### src/bpsd_pkg.sv
// ----------------------------------------------------------------------------
// bpsd_pkg
// Shared types, codes and sizes of the bmp pixel stream decoder.
// ----------------------------------------------------------------------------
package bpsd_pkg;

   localparam int MAX_WIDTH   = 256;
   localparam int MAX_HEIGHT  = 256;

   localparam int CFG_DIM_W   = 9;
   localparam int LIM_W       = $clog2(MAX_WIDTH + 1);
   localparam int COL_W       = $clog2(MAX_WIDTH);
   localparam int HLIM_W      = $clog2(MAX_HEIGHT + 1);
   localparam int ROW_W       = $clog2(MAX_HEIGHT);
   localparam int ADDR_W      = 16;
   localparam int PIX_W       = 16;
   localparam int CSR_INDEX_W = 3;
   localparam int CSR_DATA_W  = 64;

   localparam int QUEUE_DEPTH = 4;
   localparam int QPTR_W      = $clog2(QUEUE_DEPTH);
   localparam int QCNT_W      = $clog2(QUEUE_DEPTH + 1);

   localparam logic [1:0] MODE_4BPP  = 2'd0;
   localparam logic [1:0] MODE_24BPP = 2'd1;
   localparam logic [1:0] MODE_32BPP = 2'd2;

   localparam logic [CSR_INDEX_W-1:0] REG_DEPTH_MODE  = 3'd0;
   localparam logic [CSR_INDEX_W-1:0] REG_WIDTH       = 3'd1;
   localparam logic [CSR_INDEX_W-1:0] REG_HEIGHT      = 3'd2;
   localparam logic [CSR_INDEX_W-1:0] REG_TOP_DOWN    = 3'd3;
   localparam logic [CSR_INDEX_W-1:0] REG_TRANSP      = 3'd4;
   localparam logic [CSR_INDEX_W-1:0] REG_NIBBLE_MAP  = 3'd5;
   localparam logic [CSR_INDEX_W-1:0] REG_CHAN_ORDER  = 3'd6;

   localparam logic [7:0] ALPHA_LIMIT = 8'h80;

   typedef enum logic [1:0] {
      STATUS_STORED      = 2'd0,
      STATUS_NEED_TRANSP = 2'd1,
      STATUS_COLLIDE     = 2'd2
   } status_type;

   typedef struct packed {
      logic [1:0]           depth_mode;
      logic [CFG_DIM_W-1:0] image_width;
      logic [CFG_DIM_W-1:0] image_height;
      logic                 top_down;
      logic [PIX_W-1:0]     transparent_color;
      logic [63:0]          nibble_remap;
      logic [7:0]           channel_order;
   } cfg_type;

   typedef struct packed {
      logic             is_nibble;
      logic [ROW_W-1:0] row_base;
      logic [COL_W-1:0] column;
      logic [LIM_W-1:0] limit;
      logic [PIX_W-1:0] value;
      status_type       status;
      logic             last;
      logic [PIX_W-1:0] returned_color;
   } op_type;

   typedef struct packed {
      logic full;
      logic empty;
   } q_status_type;

endpackage

### src/bpsd_req_if.sv
// ----------------------------------------------------------------------------
// bpsd_req_if
// Input channel: one pixel data byte per transaction.
// ----------------------------------------------------------------------------
interface bpsd_req_if;
   logic       valid;
   logic       ready;
   logic [7:0] data_byte;
   logic       frame_start;

   modport source (output valid, output data_byte, output frame_start, input ready);
   modport sink   (input valid, input data_byte, input frame_start, output ready);
endinterface

### src/bpsd_rsp_if.sv
// ----------------------------------------------------------------------------
// bpsd_rsp_if
// Result channel: one buffer write or abort report per transaction.
// ----------------------------------------------------------------------------
interface bpsd_rsp_if;
   logic        valid;
   logic        ready;
   logic [15:0] write_address;
   logic [15:0] pixel_value;
   logic [1:0]  status;
   logic        last;
   logic [15:0] returned_color;

   modport source (output valid, output write_address, output pixel_value,
                   output status, output last, output returned_color, input ready);
   modport sink   (input valid, input write_address, input pixel_value,
                   input status, input last, input returned_color, output ready);
endinterface

### src/bpsd_front.sv
// ----------------------------------------------------------------------------
// bpsd_front
// Accepts bytes, tracks phase, padding, column and row, gathers pixels,
// decides aborts and pushes one operation per result into the queue.
// ----------------------------------------------------------------------------
module bpsd_front (
   input  logic               clock,
   input  logic               reset,
   input  bpsd_pkg::cfg_type  cfg,
   bpsd_req_if.sink           req,
   input  logic               q_full,
   output logic               q_push,
   output bpsd_pkg::op_type   q_op
);

   logic [1:0]                  phase_ff, phase_in;
   logic [23:0]                 gath_ff, gath_in;
   logic [bpsd_pkg::COL_W-1:0]  col_ff, col_in;
   logic [bpsd_pkg::HLIM_W-1:0] row_ff, row_in;
   logic [1:0]                  pad_ff, pad_in;
   logic                        halted_ff, halted_in;

   logic                        accept;
   logic                        halt_e;
   logic [1:0]                  phase_e, pad_e;
   logic [23:0]                 gath_e;
   logic [bpsd_pkg::COL_W-1:0]  col_e;
   logic [bpsd_pkg::HLIM_W-1:0] row_e, row_next;
   logic [bpsd_pkg::LIM_W-1:0]  w, limit, col_next;
   logic [bpsd_pkg::HLIM_W-1:0] h;
   logic                        is4, is24;
   logic [1:0]                  pad;
   logic [2:0]                  need;
   logic [7:0]                  b;
   logic [7:0]                  bytes [4];
   logic [7:0]                  chan [4];
   logic [15:0]                 col565;
   logic [15:0]                 val;
   bpsd_pkg::status_type        status;
   logic [15:0]                 ret;
   logic                        emit, last;
   logic [bpsd_pkg::ROW_W-1:0]  row_base;
   logic [bpsd_pkg::PIX_W-1:0]  tc;

   assign accept    = req.valid && req.ready;
   assign req.ready = !q_full;
   assign b         = req.data_byte;
   assign tc        = cfg.transparent_color;

   always_comb begin
      w = (cfg.image_width == '0) ? bpsd_pkg::LIM_W'(1) :
          (int'(cfg.image_width) > bpsd_pkg::MAX_WIDTH) ?
          bpsd_pkg::LIM_W'(bpsd_pkg::MAX_WIDTH) : bpsd_pkg::LIM_W'(cfg.image_width);
      h = (cfg.image_height == '0) ? bpsd_pkg::HLIM_W'(1) :
          (int'(cfg.image_height) > bpsd_pkg::MAX_HEIGHT) ?
          bpsd_pkg::HLIM_W'(bpsd_pkg::MAX_HEIGHT) : bpsd_pkg::HLIM_W'(cfg.image_height);
      is4  = (cfg.depth_mode == bpsd_pkg::MODE_4BPP);
      is24 = (cfg.depth_mode == bpsd_pkg::MODE_24BPP);
      need = is24 ? 3'd3 : 3'd4;

      limit = is4 ? bpsd_pkg::LIM_W'(({1'b0, w} + 1'b1) >> 1) : w;
      if (is4) begin
         pad = 2'(2'd0 - limit[1:0]);
      end else if (is24) begin
         pad = w[1:0];
      end else begin
         pad = 2'd0;
      end

      halt_e  = req.frame_start ? 1'b0 : halted_ff;
      phase_e = req.frame_start ? 2'd0 : phase_ff;
      gath_e  = req.frame_start ? 24'd0 : gath_ff;
      col_e   = req.frame_start ? '0 : col_ff;
      row_e   = req.frame_start ? '0 : row_ff;
      pad_e   = req.frame_start ? 2'd0 : pad_ff;

      row_base = cfg.top_down ? bpsd_pkg::ROW_W'(row_e) :
                 bpsd_pkg::ROW_W'(h - 1'b1 - row_e);

      // pixel assembly
      bytes[0] = gath_e[7:0];
      bytes[1] = gath_e[15:8];
      bytes[2] = is24 ? b : gath_e[23:16];
      bytes[3] = b;
      for (int k = 0; k < 4; k++) begin
         chan[k] = 8'h00;
      end
      if (is24) begin
         chan[0] = b;
         chan[1] = bytes[1];
         chan[2] = bytes[0];
         chan[3] = 8'hFF;
      end else begin
         for (int k = 0; k < 4; k++) begin
            chan[cfg.channel_order[2*k +: 2]] = bytes[k];
         end
      end
      col565 = {chan[0][7:3], chan[1][7:2], chan[2][7:3]};

      status = bpsd_pkg::STATUS_STORED;
      ret    = 16'd0;
      if (chan[3] > bpsd_pkg::ALPHA_LIMIT) begin
         val = col565;
         if (tc != '0 && col565 == tc) begin
            status = bpsd_pkg::STATUS_COLLIDE;
            ret    = 16'(tc + 1'b1);
         end
      end else begin
         val = tc;
         if (tc == '0) begin
            status = bpsd_pkg::STATUS_NEED_TRANSP;
            ret    = 16'd1;
         end
      end
      if (is4) begin
         val    = {8'h00, b};
         status = bpsd_pkg::STATUS_STORED;
         ret    = 16'd0;
      end

      col_next = bpsd_pkg::LIM_W'({1'b0, col_e} + 1'b1);
      row_next = bpsd_pkg::HLIM_W'(row_e + 1'b1);

      halted_in = halt_e;
      phase_in  = phase_e;
      gath_in   = gath_e;
      col_in    = col_e;
      row_in    = row_e;
      pad_in    = pad_e;
      emit      = 1'b0;
      last      = 1'b0;

      priority if (halt_e) begin
      end else if (pad_e != 2'd0) begin
         pad_in = 2'(pad_e - 1'b1);
      end else if (row_e >= h) begin
         halted_in = 1'b1;
      end else if (!is4 && ({1'b0, phase_e} + 3'd1 < need)) begin
         gath_in  = gath_e | (24'(b) << {phase_e, 3'b000});
         phase_in = 2'(phase_e + 1'b1);
      end else begin
         emit = 1'b1;
         // nibble bytes leave the pixel gather untouched
         if (!is4) begin
            phase_in = 2'd0;
            gath_in  = 24'd0;
         end
         if (status != bpsd_pkg::STATUS_STORED) begin
            halted_in = 1'b1;
            last      = 1'b1;
            val       = 16'd0;
         end else if (col_next >= limit) begin
            col_in = '0;
            row_in = row_next;
            pad_in = pad;
            if (row_next >= h) begin
               halted_in = 1'b1;
               last      = 1'b1;
               ret       = tc;
            end
         end else begin
            col_in = bpsd_pkg::COL_W'(col_next);
         end
      end
   end

   always_comb begin
      q_push              = accept && emit;
      q_op.is_nibble      = is4;
      q_op.row_base       = row_base;
      q_op.column         = col_e;
      q_op.limit          = limit;
      q_op.value          = val;
      q_op.status         = status;
      q_op.last           = last;
      q_op.returned_color = ret;
   end

   always_ff @(posedge clock) begin
      if (reset) begin
         phase_ff  <= 2'd0;
         gath_ff   <= 24'd0;
         col_ff    <= '0;
         row_ff    <= '0;
         pad_ff    <= 2'd0;
         halted_ff <= 1'b1;
      end else if (accept) begin
         phase_ff  <= phase_in;
         gath_ff   <= gath_in;
         col_ff    <= col_in;
         row_ff    <= row_in;
         pad_ff    <= pad_in;
         halted_ff <= halted_in;
      end
   end

endmodule

### src/bpsd_queue.sv
// ----------------------------------------------------------------------------
// bpsd_queue
// Short operation queue between the front and the back.
// ----------------------------------------------------------------------------
module bpsd_queue (
   input  logic                   clock,
   input  logic                   reset,
   input  logic                   push,
   input  bpsd_pkg::op_type       push_op,
   input  logic                   pop,
   output bpsd_pkg::op_type       head_op,
   output bpsd_pkg::q_status_type status
);

   bpsd_pkg::op_type              entry_ff [bpsd_pkg::QUEUE_DEPTH];
   logic [bpsd_pkg::QPTR_W-1:0]   wr_ptr_ff, wr_ptr_in;
   logic [bpsd_pkg::QPTR_W-1:0]   rd_ptr_ff, rd_ptr_in;
   logic [bpsd_pkg::QCNT_W-1:0]   count_ff, count_in;

   always_comb begin
      wr_ptr_in = push ? bpsd_pkg::QPTR_W'(wr_ptr_ff + 1'b1) : wr_ptr_ff;
      rd_ptr_in = pop  ? bpsd_pkg::QPTR_W'(rd_ptr_ff + 1'b1) : rd_ptr_ff;
      count_in  = bpsd_pkg::QCNT_W'(count_ff + bpsd_pkg::QCNT_W'(push)
                                             - bpsd_pkg::QCNT_W'(pop));
      status.full  = (count_ff == bpsd_pkg::QCNT_W'(bpsd_pkg::QUEUE_DEPTH));
      status.empty = (count_ff == '0);
      head_op      = entry_ff[rd_ptr_ff];
   end

   always_ff @(posedge clock) begin
      if (push) begin
         entry_ff[wr_ptr_ff] <= push_op;
      end
   end

   always_ff @(posedge clock) begin
      if (reset) begin
         wr_ptr_ff <= '0;
         rd_ptr_ff <= '0;
         count_ff  <= '0;
      end else begin
         wr_ptr_ff <= wr_ptr_in;
         rd_ptr_ff <= rd_ptr_in;
         count_ff  <= count_in;
      end
   end

endmodule

### src/bpsd_back.sv
// ----------------------------------------------------------------------------
// bpsd_back
// Pops operations, forms the buffer address and the nibble-remapped value,
// and holds the result in the output register.
// ----------------------------------------------------------------------------
module bpsd_back (
   input  logic                   clock,
   input  logic                   reset,
   input  bpsd_pkg::cfg_type      cfg,
   input  bpsd_pkg::op_type       head_op,
   input  bpsd_pkg::q_status_type q_status,
   output logic                   pop,
   bpsd_rsp_if.source             rsp
);

   logic                         valid_ff;
   logic [bpsd_pkg::ADDR_W-1:0]  addr_ff, addr_in;
   logic [bpsd_pkg::PIX_W-1:0]   value_ff, value_in;
   logic [1:0]                   status_ff;
   logic                         last_ff;
   logic [bpsd_pkg::PIX_W-1:0]   ret_ff;

   function automatic logic [3:0] remap(input logic [63:0] map, input logic [3:0] n);
      return map[{n, 2'b00} +: 4];
   endfunction

   always_comb begin
      pop     = !q_status.empty && (!valid_ff || rsp.ready);
      addr_in = bpsd_pkg::ADDR_W'(bpsd_pkg::ADDR_W'(head_op.row_base)
                                  * bpsd_pkg::ADDR_W'(head_op.limit)
                                  + bpsd_pkg::ADDR_W'(head_op.column));
      if (head_op.is_nibble) begin
         value_in = {8'h00, remap(cfg.nibble_remap, head_op.value[7:4]),
                     remap(cfg.nibble_remap, head_op.value[3:0])};
      end else begin
         value_in = head_op.value;
      end
   end

   always_ff @(posedge clock) begin
      if (reset) begin
         valid_ff <= 1'b0;
      end else if (pop) begin
         valid_ff <= 1'b1;
      end else if (rsp.ready) begin
         valid_ff <= 1'b0;
      end
   end

   always_ff @(posedge clock) begin
      if (pop) begin
         addr_ff   <= addr_in;
         value_ff  <= value_in;
         status_ff <= head_op.status;
         last_ff   <= head_op.last;
         ret_ff    <= head_op.returned_color;
      end
   end

   assign rsp.valid          = valid_ff;
   assign rsp.write_address  = addr_ff;
   assign rsp.pixel_value    = value_ff;
   assign rsp.status         = status_ff;
   assign rsp.last           = last_ff;
   assign rsp.returned_color = ret_ff;

endmodule

### src/bmp_pixel_stream_decoder.sv
// ----------------------------------------------------------------------------
// bmp_pixel_stream_decoder
// Turns the pixel bytes of one bmp frame into rgb565 or nibble buffer writes.
// ----------------------------------------------------------------------------
// Takes one pixel data byte per cycle, back to back, at every depth, as long
// as the four-entry operation queue has room; the front updates its counters
// once per accepted byte. Bytes that gather a pixel, row padding and bytes
// after the frame has ended or aborted give no response. A response passes
// through the queue entry, then the output register where the address
// multiply is taken. Frame_start on a byte clears all counters and the halt.
// Registers take effect at once and are to be written while idle.
module bmp_pixel_stream_decoder (
   input  logic                                clock,
   input  logic                                reset,
   bpsd_req_if.sink                            req_chan,
   bpsd_rsp_if.source                          rsp_chan,
   input  logic                                csr_wr_en,
   input  logic [bpsd_pkg::CSR_INDEX_W-1:0]    csr_index,
   input  logic [bpsd_pkg::CSR_DATA_W-1:0]     csr_wdata
);

   bpsd_pkg::cfg_type      cfg_ff, cfg_in;
   logic                   q_push, q_pop;
   bpsd_pkg::op_type       q_op, head_op;
   bpsd_pkg::q_status_type q_stat;
   logic                   req_acc;

   always_comb begin
      cfg_in = cfg_ff;
      if (csr_wr_en) begin
         unique case (csr_index)
            bpsd_pkg::REG_DEPTH_MODE: cfg_in.depth_mode        = csr_wdata[1:0];
            bpsd_pkg::REG_WIDTH:      cfg_in.image_width       = csr_wdata[8:0];
            bpsd_pkg::REG_HEIGHT:     cfg_in.image_height      = csr_wdata[8:0];
            bpsd_pkg::REG_TOP_DOWN:   cfg_in.top_down          = csr_wdata[0];
            bpsd_pkg::REG_TRANSP:     cfg_in.transparent_color = csr_wdata[15:0];
            bpsd_pkg::REG_NIBBLE_MAP: cfg_in.nibble_remap      = csr_wdata[63:0];
            bpsd_pkg::REG_CHAN_ORDER: cfg_in.channel_order     = csr_wdata[7:0];
            default: begin
            end
         endcase
      end
   end

   always_ff @(posedge clock) begin
      if (reset) begin
         cfg_ff.depth_mode        <= bpsd_pkg::MODE_24BPP;
         cfg_ff.image_width       <= 9'd80;
         cfg_ff.image_height      <= 9'd64;
         cfg_ff.top_down          <= 1'b0;
         cfg_ff.transparent_color <= 16'h0000;
         cfg_ff.nibble_remap      <= 64'hFEDC_BA98_7654_3210;
         cfg_ff.channel_order     <= 8'hC6;
      end else begin
         cfg_ff <= cfg_in;
      end
   end

   bpsd_front u_front (
      .clock  (clock),
      .reset  (reset),
      .cfg    (cfg_ff),
      .req    (req_chan),
      .q_full (q_stat.full),
      .q_push (q_push),
      .q_op   (q_op)
   );

   bpsd_queue u_queue (
      .clock   (clock),
      .reset   (reset),
      .push    (q_push),
      .push_op (q_op),
      .pop     (q_pop),
      .head_op (head_op),
      .status  (q_stat)
   );

   bpsd_back u_back (
      .clock    (clock),
      .reset    (reset),
      .cfg      (cfg_ff),
      .head_op  (head_op),
      .q_status (q_stat),
      .pop      (q_pop),
      .rsp      (rsp_chan)
   );

   assign req_acc = req_chan.valid && req_chan.ready;

   // no push into a full queue
   a_no_overflow: assert property (@(posedge clock) disable iff (reset)
      q_push |-> !q_stat.full)
      else $error("operation pushed into full queue");

   // after the final or aborting result, bytes give nothing until frame start
   a_halt_after_last: assert property (@(posedge clock) disable iff (reset)
      (q_push && q_op.last) |=> ((req_acc && !req_chan.frame_start) |-> !q_push))
      else $error("result produced after frame end");

   // a waiting queue entry reaches an empty output register next cycle
   a_drain: assert property (@(posedge clock) disable iff (reset)
      (!rsp_chan.valid && !q_stat.empty) |=> rsp_chan.valid)
      else $error("queued operation not moved to output");

endmodule
### src/flat_wrapper.sv
// flat-port wrapper written by rule: the top's interface ports become plain ports
module bmp_pixel_stream_decoder_flat 
  (clock, reset, csr_wr_en, csr_index, csr_wdata, req_chan_valid, req_chan_data_byte, req_chan_frame_start, req_chan_ready, rsp_chan_valid, rsp_chan_write_address, rsp_chan_pixel_value, rsp_chan_status, rsp_chan_last, rsp_chan_returned_color, rsp_chan_ready);
  bpsd_req_if req_chan_i ();
  bpsd_rsp_if rsp_chan_i ();
  input  logic clock;
  input  logic reset;
  input  logic csr_wr_en;
  input  logic [bpsd_pkg::CSR_INDEX_W-1:0] csr_index;
  input  logic [bpsd_pkg::CSR_DATA_W-1:0] csr_wdata;
  input wire logic [$bits(req_chan_i.valid)-1:0] req_chan_valid;
  input wire logic [$bits(req_chan_i.data_byte)-1:0] req_chan_data_byte;
  input wire logic [$bits(req_chan_i.frame_start)-1:0] req_chan_frame_start;
  output wire logic [$bits(req_chan_i.ready)-1:0] req_chan_ready;
  output wire logic [$bits(rsp_chan_i.valid)-1:0] rsp_chan_valid;
  output wire logic [$bits(rsp_chan_i.write_address)-1:0] rsp_chan_write_address;
  output wire logic [$bits(rsp_chan_i.pixel_value)-1:0] rsp_chan_pixel_value;
  output wire logic [$bits(rsp_chan_i.status)-1:0] rsp_chan_status;
  output wire logic [$bits(rsp_chan_i.last)-1:0] rsp_chan_last;
  output wire logic [$bits(rsp_chan_i.returned_color)-1:0] rsp_chan_returned_color;
  input wire logic [$bits(rsp_chan_i.ready)-1:0] rsp_chan_ready;
  assign req_chan_i.valid = req_chan_valid;
  assign req_chan_i.data_byte = req_chan_data_byte;
  assign req_chan_i.frame_start = req_chan_frame_start;
  assign req_chan_ready = req_chan_i.ready;
  assign rsp_chan_valid = rsp_chan_i.valid;
  assign rsp_chan_write_address = rsp_chan_i.write_address;
  assign rsp_chan_pixel_value = rsp_chan_i.pixel_value;
  assign rsp_chan_status = rsp_chan_i.status;
  assign rsp_chan_last = rsp_chan_i.last;
  assign rsp_chan_returned_color = rsp_chan_i.returned_color;
  assign rsp_chan_i.ready = rsp_chan_ready;
  bmp_pixel_stream_decoder u_core (.clock(clock), .reset(reset), .req_chan(req_chan_i), .rsp_chan(rsp_chan_i), .csr_wr_en(csr_wr_en), .csr_index(csr_index), .csr_wdata(csr_wdata));
endmodule
### config.mk
export PLATFORM = sky130hd
export DESIGN_NAME = bmp_pixel_stream_decoder_flat
export DESIGN_NICKNAME = d
export VERILOG_FILES = /design/src/bpsd_pkg.sv /design/src/bpsd_req_if.sv /design/src/bpsd_rsp_if.sv /design/src/bpsd_front.sv /design/src/bpsd_queue.sv /design/src/bpsd_back.sv /design/src/bmp_pixel_stream_decoder.sv /design/src/flat_wrapper.sv
export SDC_FILE = /design/constraint.sdc
export NUM_CORES = 1
export LEC_CHECK = 0
export BUFFER_PORTS_ARGS = -buffer_cell sky130_fd_sc_hd__buf_2
export CAP_MARGIN = 20
export CORE_MARGIN = 2
export CORE_UTILIZATION = 56
export CTS_CLUSTER_SIZE = 40
export DETAILED_ROUTE_END_ITERATION = 16
export HOLD_SLACK_MARGIN = 0.08
export PLACE_DENSITY_LB_ADDON = 0.25
export SLEW_MARGIN = 20
export SYNTH_ARGS = -nofsm -noshare
export SYNTH_HDL_FRONTEND = slang
export SYNTH_HIERARCHICAL = 1
export SYNTH_SLANG_ARGS = --single-unit
### constraint.sdc
create_clock -name clock -period 5.38 [get_ports clock]
set_input_delay 1.076 -clock clock [delete_from_list [all_inputs] [get_ports clock]]
set_output_delay 1.076 -clock clock [all_outputs]
set_load 0.02 [all_outputs]
# Word level (Yosys, flattened, before mapping)
# Memories as Yosys holds them, arrays and structs flattened. A register that Yosys moved wholly into a read port is not among the register bits.
# Cells that the tools add are included.
[word_totals]
in_bits = 81
n_memories = 1
ram_bits = 244
reg_bits = 214
out_inout_bits = 53
elab_cells = 203
[memory_table]
columns = ["memory", "words", "width", "read_ports", "rd_clocked_by_memory_dff", "wr", "line", "source"]
rows = [
  ["u_core.u_queue.entry_ff", 4, 61, 1, 1, 1, "bpsd_queue.sv:15", "bpsd_pkg::op_type entry_ff [bpsd_pkg::QUEUE_DEPTH];"],
]
[classes]
bitwise_logic = 6
mul = 1
n_lt_le_gt_ge = 15
eq_ne = 9
n_addsub = 15
shifts = 3
n_mux = 99
n_reduce_logical = 31
[op_table]
columns = ["cell", "n"]
rows = [
  ["$mux 16", 17],
  ["$mux 24", 6],
  ["$shiftx 64x7->4", 2],
  ["$mux 8", 14],
  ["$mux 9", 12],
  ["$bwmux 32", 3],
  ["$demux 8 s2", 4],
  ["$mux 2", 20],
  ["$and 32x32->32", 1],
  ["$mux 32", 1],
  ["$ge 9x9->1", 3],
  ["$or 24x24->24", 1],
  ["$shl 8x5->24", 1],
  ["$mux 1", 21],
  ["$gt 9x9->1 const B", 2],
  ["$logic_not 9->1", 2],
  ["$add 16x1->16 const B", 1],
  ["$add 16x8->16", 1],
  ["$eq 16x16->1", 1],
  ["$logic_not 16->1", 1],
  ["$mul 8x9->16", 1],
  ["$reduce_bool 16->1", 1],
  ["$reduce_and 2->1", 7],
  ["$eq 3x3->1 const B", 4],
  ["26 further kinds", 52],
]

# Depth between registers and ports, before layout
# Gate-level depths: netlist (run 1).
[depth]
ltp_word = 22
depth_mapped = 20
ltp_nobuf = 17

# By module
# Netlist (run 1), hierarchy kept.
[modules_own_cells]
columns = ["module", "area_per_inst_um2", "cells_per_inst", "n_inst", "seq_area_each_um2"]
rows = [
  ["bpsd_queue", 9306.4, 361, 1, 7507.2],
  ["bpsd_front", 6774.0, 956, 1, 920.9],
  ["bpsd_back", 5268.8, 437, 1, 1551.5],
  ["bmp_pixel_stream_decoder", 4540.6, 447, 1, 2182.1],
]

# Worst setup path before layout (run 1)
# OpenSTA, ideal clock, no wires.
[synth_path]
path_type = "input to register"
startpoint = "input req_chan_frame_start"
endpoint = "memory u_core/u_queue/entry_ff[0][0] (netlist bit) (enable)"
setup_time_ns = 0.425
setup_slack_ns = -0.347
t_required_ns = 4.955
arrival_ns = 5.302
stages = 13
n_path_buf = 5
path_cell_list = "buf_6 buf_6 buf_2 clkbuf_1 clkbuf_1 nor2b_1 ha_1 a41oi_1 o21ai_0 a21oi_1 o21ai_1 nor4_1 and2_1"
[synth_between]
elab_chain_cells = 11
elab_cells_between_ends = 16
classes_between = "1 x add/sub; 2 x order compare; 10 x mux; 3 x reduce/logical"
[synth_rtl]
columns = ["item", "line", "source"]
rows = [
  ["start, declared", "flat_wrapper.sv:13", "input wire logic [$bits(req_chan_i.frame_start)-1:0] req_chan_frame_start;"],
  ["$mux 2", "bpsd_front.sv:71", "phase_e = req.frame_start ? 2'd0 : phase_ff;"],
  ["$add 2x1->3", "bpsd_front.sv:138", "end else if (!is4 && ({1'b0, phase_e} + 3'd1 < need)) begin"],
  ["$lt 3x3->1", "bpsd_front.sv:138", ""],
  ["$logic_and 1x1->1", "bpsd_front.sv:138", ""],
  ["$mux 1", "bpsd_front.sv:138", ""],
  ["$mux 1", "bpsd_front.sv:136", "end else if (row_e >= h) begin"],
  ["$mux 1", "bpsd_front.sv:134", "end else if (pad_e != 2'd0) begin"],
  ["$mux 1 *", "bpsd_front.sv:133", "priority if (halt_e) begin"],
  ["$logic_and 1x1->1 *", "bpsd_front.sv:168", "q_push = accept && emit;"],
  ["net u_core.q_push", "bmp_pixel_stream_decoder.sv:23", "logic q_push, q_pop;"],
  ["$mux 1 *", "bpsd_queue.sv:31", "if (push) begin"],
  ["$mux 1 (not written as such) *", "bpsd_queue.sv:32", "entry_ff[wr_ptr_ff] <= push_op;"],
  ["end, declared", "bpsd_queue.sv:15", ""],
]
# The timed path passes the listed nets; every way through them passes the cells marked *.

==> results_dict.tcl, run 1 <==
set metrics [dict create \
    clock-sinks 460 \
    crit_top_cell "fa_1" \
    final_cell_mix "edfxtp_1, nor2_1, dfxtp_1" \
    grt.overflow.total 0 \
    routed_via_density 6.074 \
    root_buffer "clkbuf_16" \
    grt_max_degree 107 \
    drt_pass1_iterations 6 \
    clk_pin_slew_ns 0.07 \
    hold_viol 0 \
    synth_seq_cells 460 \
    drt-total-wl_mm 67.77 \
    fill_cells 3509 \
    final_antenna_net_count 0 \
    die_x_um 219.0 \
    coreArea_um2 45480 \
    die_h_um 219.0 \
    max_stage_delay_ns 0.63 \
    leakage_nw 11.14 \
    r2r_slack_ns 0.18 \
    gp_congestion 0.9770 \
    fin_skew_ns 0.02643 \
    instances_no_fill 2963 \
    layout-drive-gt1-share_pct 17.82 \
    synthCells 2201 \
    grt_pass1_wl_mm 104.6 \
    dieArea_um2 47970 \
    post-route-period-util_pct 96.73 \
    maxCapViolCount 0 \
    yosysUniqueCellTypes 107 \
    synth_edf_count 295 \
    path_depth 16 \
    ir_worst_vdd_mv 2.349 \
    status "complete, no violations" \
    worstPathMaxFanout 13 \
    grt_setup_unrepaired "false" \
    wl_per_cell_um 22.87 \
    syn-num-nets 2416 \
    fmax_ghz 0.1922 \
    tns_ns 0 \
    critPathTopFamily "adder cells" \
    crit_chain "buf_12, mux4_2, nand2_1, fa_1, fa_1, inv_1, fa_1, inv_1, fa_1, inv_1, ha_1, and3_1, a211o_1, a41oi_1, o21ai_0, xor2_1" \
    synthFlopType "edfxtp_1" \
    boundaryPins 134 \
    grt_pass1_vias 18129 \
    worst_pin_slew_ns 1.100 \
    htree_levels 2 \
    grt_antenna_before_repair 2 \
    start_util_pct 56.93 \
    port_buffers 133 \
    synth_area_um2 25890 \
    slowest_stage "mux4_2" \
    power.density_nw_per_um2 605.6 \
    hold_class "reg -> reg" \
    required_ns 5.70 \
    area.growth.synth_to_final_pct 11.58 \
    setup_viol 0 \
    cp.arrival_ns 5.53 \
    p_total_mw 17.49 \
    yosysWarnings 6 \
    dp.cells 2867 \
    utilization_pct 63.52 \
    cts_tree "yes" \
    end_kind "register" \
    slew_violations 0 \
    setup.worst_path.start_class "register" \
    hpwl_mm 48.95 \
    ys_seq_area_share_pct 46.97 \
    cts_made_buffers 48 \
    endpoint "u_core/u_back/rsp.write_address[14]" \
    nets 2538 \
    critPathBufInv 4 \
    clk_path_buf_depth 3 \
    cts_hold_buf 0 \
    rows 78 \
    async_reset_ff_share_pct 0 \
    fin_crit_ns 5.204 \
    regToRegEndpoint "u_core/u_back/rsp.write_address[14]" \
    grt_usage_pct 28.69 \
    vias 17996 \
    hold_ws_ns 0.4894 \
    remaining_drc_errors 0 \
    path_class "reg -> reg" \
    slew_headroom_pct 26.47 \
    final_common_cell "edfxtp_1" \
    worstRegToRegCells 16 \
    syn_area_per_cell_um2 11.76 \
    clock_latency_ns 0.60 \
    drt_iter0_drc 1586 \
]
[what timing repair did]
item                                    in CTS  in global routing
setup buffers                                0                  5
endpoints found under the setup margin       0                  5
gates resized for setup                      0                  1
endpoints found under the hold margin        0                  0
[sequential cells by signal, indices dropped and copies added, names as in the netlist, named ones only]
signal and count:
u_core/u_front/phase_ff 2, u_core/u_back/rsp.returned_color 16, u_core/cfg_ff 109, u_core/u_back/rsp.status 2
u_core/u_back/rsp.last 1, u_core/u_back/rsp.valid 1, u_core/u_back/rsp.write_address 16, u_core/u_queue/entry_ff 244
u_core/u_back/rsp.pixel_value 16, u_core/u_front/gath_ff 24, u_core/u_front/halted_ff 1, u_core/u_queue/rd_ptr_ff 2
u_core/u_front/pad_ff 2, u_core/u_front/row_ff 9, u_core/u_queue/count_ff 3, u_core/u_queue/wr_ptr_ff 2
u_core/u_front/col_ff 8
[Yosys cell counts (all sizes together), types with 17 or more instances]
cell type,n,area share [%]
a31oi,27,0.71
a21oi,86,1.7
xnor2,43,1.5
mux4,93,8.4
fa,51,3.9
a22o,25,0.85
dfxtp,165,13
inv,127,1.9
nand3,33,0.64
mux2i,125,4.9
buf,82,2.6
nand2b,121,3.0
and2,61,1.5
a211oi,19,0.57
a21o,17,0.49
clkbuf,61,0.89
xor2,22,0.74
and3,25,0.60
nand2,113,1.7
nor2b,57,1.4
o21ai,54,1.0
nor2,171,2.5
nor3,34,0.68
ha,83,4.0
edfxtp,295,34
[final cells by class]
cell class	instances	area [um^2]	area share, %
multi-input combinational	1469	12350	42.75
sequential	460	12170	42.12
timing repair buffer	215	1454	5.033
clock buffer	56	1304	4.513
tap	600	750.7	2.599
inverter	129	489.2	1.694
clock inverter	33	372.9	1.291
antenna	1	2.502	0.008663
[stage by stage]
step           instance area [um^2]  setup WS [ns]
3_5_place_dp                  27140        0.09971
6_report                      28890         0.1760
3_3_place_gp                  27140         0.1469
2_1_floorplan                 25890         0.2260
5_1_grt                       28890        0.01036
4_1_cts                       28820         0.1014
[where the power goes]
group          switching, mW  internal [mW]  total (mW)
registers              0.129           4.60        4.73
clock network           1.43           2.08        3.51
logic                   5.24           4.02        9.26
total                   6.80           10.7        17.5
[kinds of logic (layout without fill, tap and decap cells)]
group	Yosys count	after routing	share of synthesized area [%]
XOR/XNOR	66	66	2.315
AND/OR/NAND/NOR	708	708	14.71
buffers and inverters	272	433	5.398
multiplexers	228	228	13.73
other	0	1	0
AO/OA/AOI/OAI	333	333	8.922
flip-flops	460	460	46.97
adder cells (fa/ha/maj)	134	134	7.955
[routing by layer]
metal,wire (um),global-route usage (%),share of wire (%),up-vias
met1,28820,38.46,43,8927
met5,13,0,0.019,-
met4,2662,11.33,3.9,2
met3,4318,4.865,6.4,171
met2,31950,46.76,47,639
li1,-,-,-,8257
[worst min-delay path: cells and delay by family (launching register included)]
family	cells	cell delay [ns]
flip-flops	1	0.32
AO/OA/AOI/OAI	1	0.06
AND/OR/NAND/NOR	1	0.06
[how the worst min path moves through the flow]
stage / to / start / depth (start not counted) / slack, ns
floorplan: u_core/u_front/row_ff[8] / u_core/u_front/row_ff[8] / 2 / 0.44
global placement: u_core/u_front/row_ff[8] / u_core/u_front/row_ff[8] / 2 / 0.46
detailed placement: u_core/u_front/gath_ff[17] / u_core/u_front/gath_ff[17] / 1 / 0.47
CTS: u_core/u_front/row_ff[8] / u_core/u_front/row_ff[8] / 2 / 0.49
global route: u_core/u_front/row_ff[8] / u_core/u_front/row_ff[8] / 2 / 0.51
finish: u_core/u_front/row_ff[5] / u_core/u_front/row_ff[5] / 2 / 0.49
(Power assumes the default switching activity.)
==> inputs of run 2 (changes only) <==
--- a/config.mk
+++ b/config.mk
@@ -8,12 +8,13 @@
 export BUFFER_PORTS_ARGS = -buffer_cell sky130_fd_sc_hd__buf_2
 export CAP_MARGIN = 20
 export CORE_MARGIN = 2
-export CORE_UTILIZATION = 56
+export CORE_UTILIZATION = 35
 export CTS_CLUSTER_SIZE = 40
 export DETAILED_ROUTE_END_ITERATION = 16
 export HOLD_SLACK_MARGIN = 0.08
 export PLACE_DENSITY_LB_ADDON = 0.25
-export SLEW_MARGIN = 20
+export REMOVE_ABC_BUFFERS = 1
+export SLEW_MARGIN = 25
 export SYNTH_ARGS = -nofsm -noshare
 export SYNTH_HDL_FRONTEND = slang
 export SYNTH_HIERARCHICAL = 1
==> results_dict.tcl, run 2 (synthesis gave the netlist of run 1 again) <==
set metrics [dict create \
    root_buffer "clkbuf_16" \
    drt-total-wl_mm 70.69 \
    required_ns 5.72 \
    utilization_pct 39.99 \
    clk_path_buf_depth 3 \
    register_area_um2 12170 \
    maxCapViolCount 0 \
    regToRegEndpoint "u_core/u_back/rsp.write_address[14]" \
    final_cell_mix "edfxtp_1, nor2_1, dfxtp_1" \
    gp_congestion 0.9108 \
    crit_chain "buf_6, mux4_2, nand2_1, fa_1, fa_1, inv_1, fa_1, inv_1, fa_1, inv_1, ha_1, and3_1, a211o_1, a41oi_2, o21ai_0, xor2_1" \
    cts_made_buffers 51 \
    grt-busiest-layer "met2" \
    diodes 0 \
    ir_worst_vdd_mv 0.9762 \
    routed_via_density 5.383 \
    die_x_um 276.0 \
    remaining_drc_errors 4 \
    layout-drive-gt1-share_pct 16.93 \
    clock_latency_ns 0.63 \
    worstPathMaxFanout 9 \
    port_buffers 133 \
    htree_levels 2 \
    failed_checks "DRC" \
    area.growth.synth_to_final_pct 12.87 \
    slowest_stage "mux4_2" \
    slew_headroom_pct 33.35 \
    use_met3_pct 2.818 \
    grt.overflow.total 0 \
    grt_usage_pct 18.32 \
    rows 99 \
    fin_skew_ns 0.04062 \
    hpwl_mm 50.17 \
    power.density_nw_per_um2 599.7 \
    worstHoldStart "u_core/cfg_ff[24]" \
    slew_violations 0 \
    grt_pass1_wl_mm 107.7 \
    worst_slack_ns 0.1306 \
    end_kind "register" \
    hold_viol 0 \
    multi_input_area_um2 12390 \
    setup_viol 0 \
    fmax_ghz 0.1905 \
    final_common_cell "edfxtp_1" \
    crit_top_cell "fa_1" \
    clock-sinks 460 \
    max_stage_delay_ns 0.63 \
    cp.arrival_ns 5.59 \
    leakage_nw 11.05 \
    boundaryPins 134 \
    final_antenna_net_count 0 \
    r2r_slack_ns 0.13 \
    start_util_pct 35.43 \
    dieArea_um2 76160 \
    setup.worst_path.start_class "register" \
    cts_tree "yes" \
    critPathBufInv 4 \
    worstHoldPathCells 2 \
    hold_class "reg -> reg" \
    reg.largest.list "u_core/u_queue/entry_ff: 244 flops, u_core/cfg_ff: 109 flops, u_core/u_front/gath_ff: 24 flops" \
    worstRegToRegCells 16 \
    path_class "reg -> reg" \
    met2_usage_pct 31.55 \
    vias 17819 \
    grtUsageMet1_pct 24.06 \
    post-route-period-util_pct 97.57 \
    post-place-ws_ns 0.0007780 \
    nets 2524 \
    regMostFlops "u_core/u_queue/entry_ff" \
    critPathTopFamily "adder cells" \
    grt_antenna_before_repair 0 \
    drt_pass1_iterations 11 \
    clk_pin_slew_ns 0.06 \
    die_h_um 276.0 \
    worst_pin_slew_ns 0.9907 \
    largest_reg_flops 244 \
    grt_max_degree 103 \
    fill_cells 7033 \
    coreArea_um2 73080 \
    grt_pass1_vias 18191 \
    status "complete, but fails checks" \
    fin_crit_ns 5.249 \
    drt_iter0_drc 1174 \
    wl_per_cell_um 21.36 \
    whs_endpoint "u_core/cfg_ff[24]" \
]
## run 2: layout make-up
| class | instances | area share (%) |
|---|---|---|
| clock buffer | 62 | 4.577 |
| clock inverter | 33 | 1.297 |
| inverter | 129 | 1.674 |
| multi-input combinational | 1470 | 42.39 |
| sequential | 460 | 41.64 |
| tap | 959 | 4.106 |
| timing repair buffer | 197 | 4.312 |
## run 2: through the flow
step	total power, mW	cell area, um^2	TNS (ns)	hold slack [ns]	instances
finish	17.52	29220	0	0.4829	3310
global route	19.03	29220	-0.008306	0.5026	3310
CTS	17.47	29110	0	0.4837	3301
detailed placement	13.82	27390	0	0.4652	3206
global placement	13.57	27390	0	0.4545	3206
floorplan	11.77	24980	-16.07	0.4361	2058
## run 2: routing by layer
layer | share of wire (%) | vias up
li1 | - | 8236
met1 | 43 | 8993
met2 | 50 | 491
met3 | 4.7 | 99
met4 | 2.0 | 0
met5 | 0 | -
## run 2: where the power goes
part           internal (mW)  total, mW  leakage (nW)  switching [mW]
Combinational           4.03       9.23          6.24            5.19
Sequential              4.60       4.74          4.00           0.139
Clock                   2.07       3.56         0.812            1.49
## run 2: tightest hold or removal path: stages, from the launching register on
cell	delay [ns]
dfxtp_1	0.32
nand2b_1	0.06
mux2i_1	0.06
## run 2: worst max path at each step
stage	startpoint	depth (start not counted)	end
after global placement	register	15	u_core/u_back/rsp.write_address[14]
after detailed placement	register	15	u_core/u_back/rsp.write_address[14]
after floorplan	register	15	u_core/u_back/rsp.write_address[14]
after CTS	register	15	u_core/u_back/rsp.write_address[14]
final	register	16	u_core/u_back/rsp.write_address[14]
after global routing	register	16	u_core/u_back/rsp.write_address[14]
## run 2: what timing repair did
action                                  4_1_cts  5_1_grt
endpoints found under the setup margin        0        5
gates resized for setup                       0        5
hold buffers                                  0        0
setup buffers                                 0        8
endpoints found under the hold margin         0        0
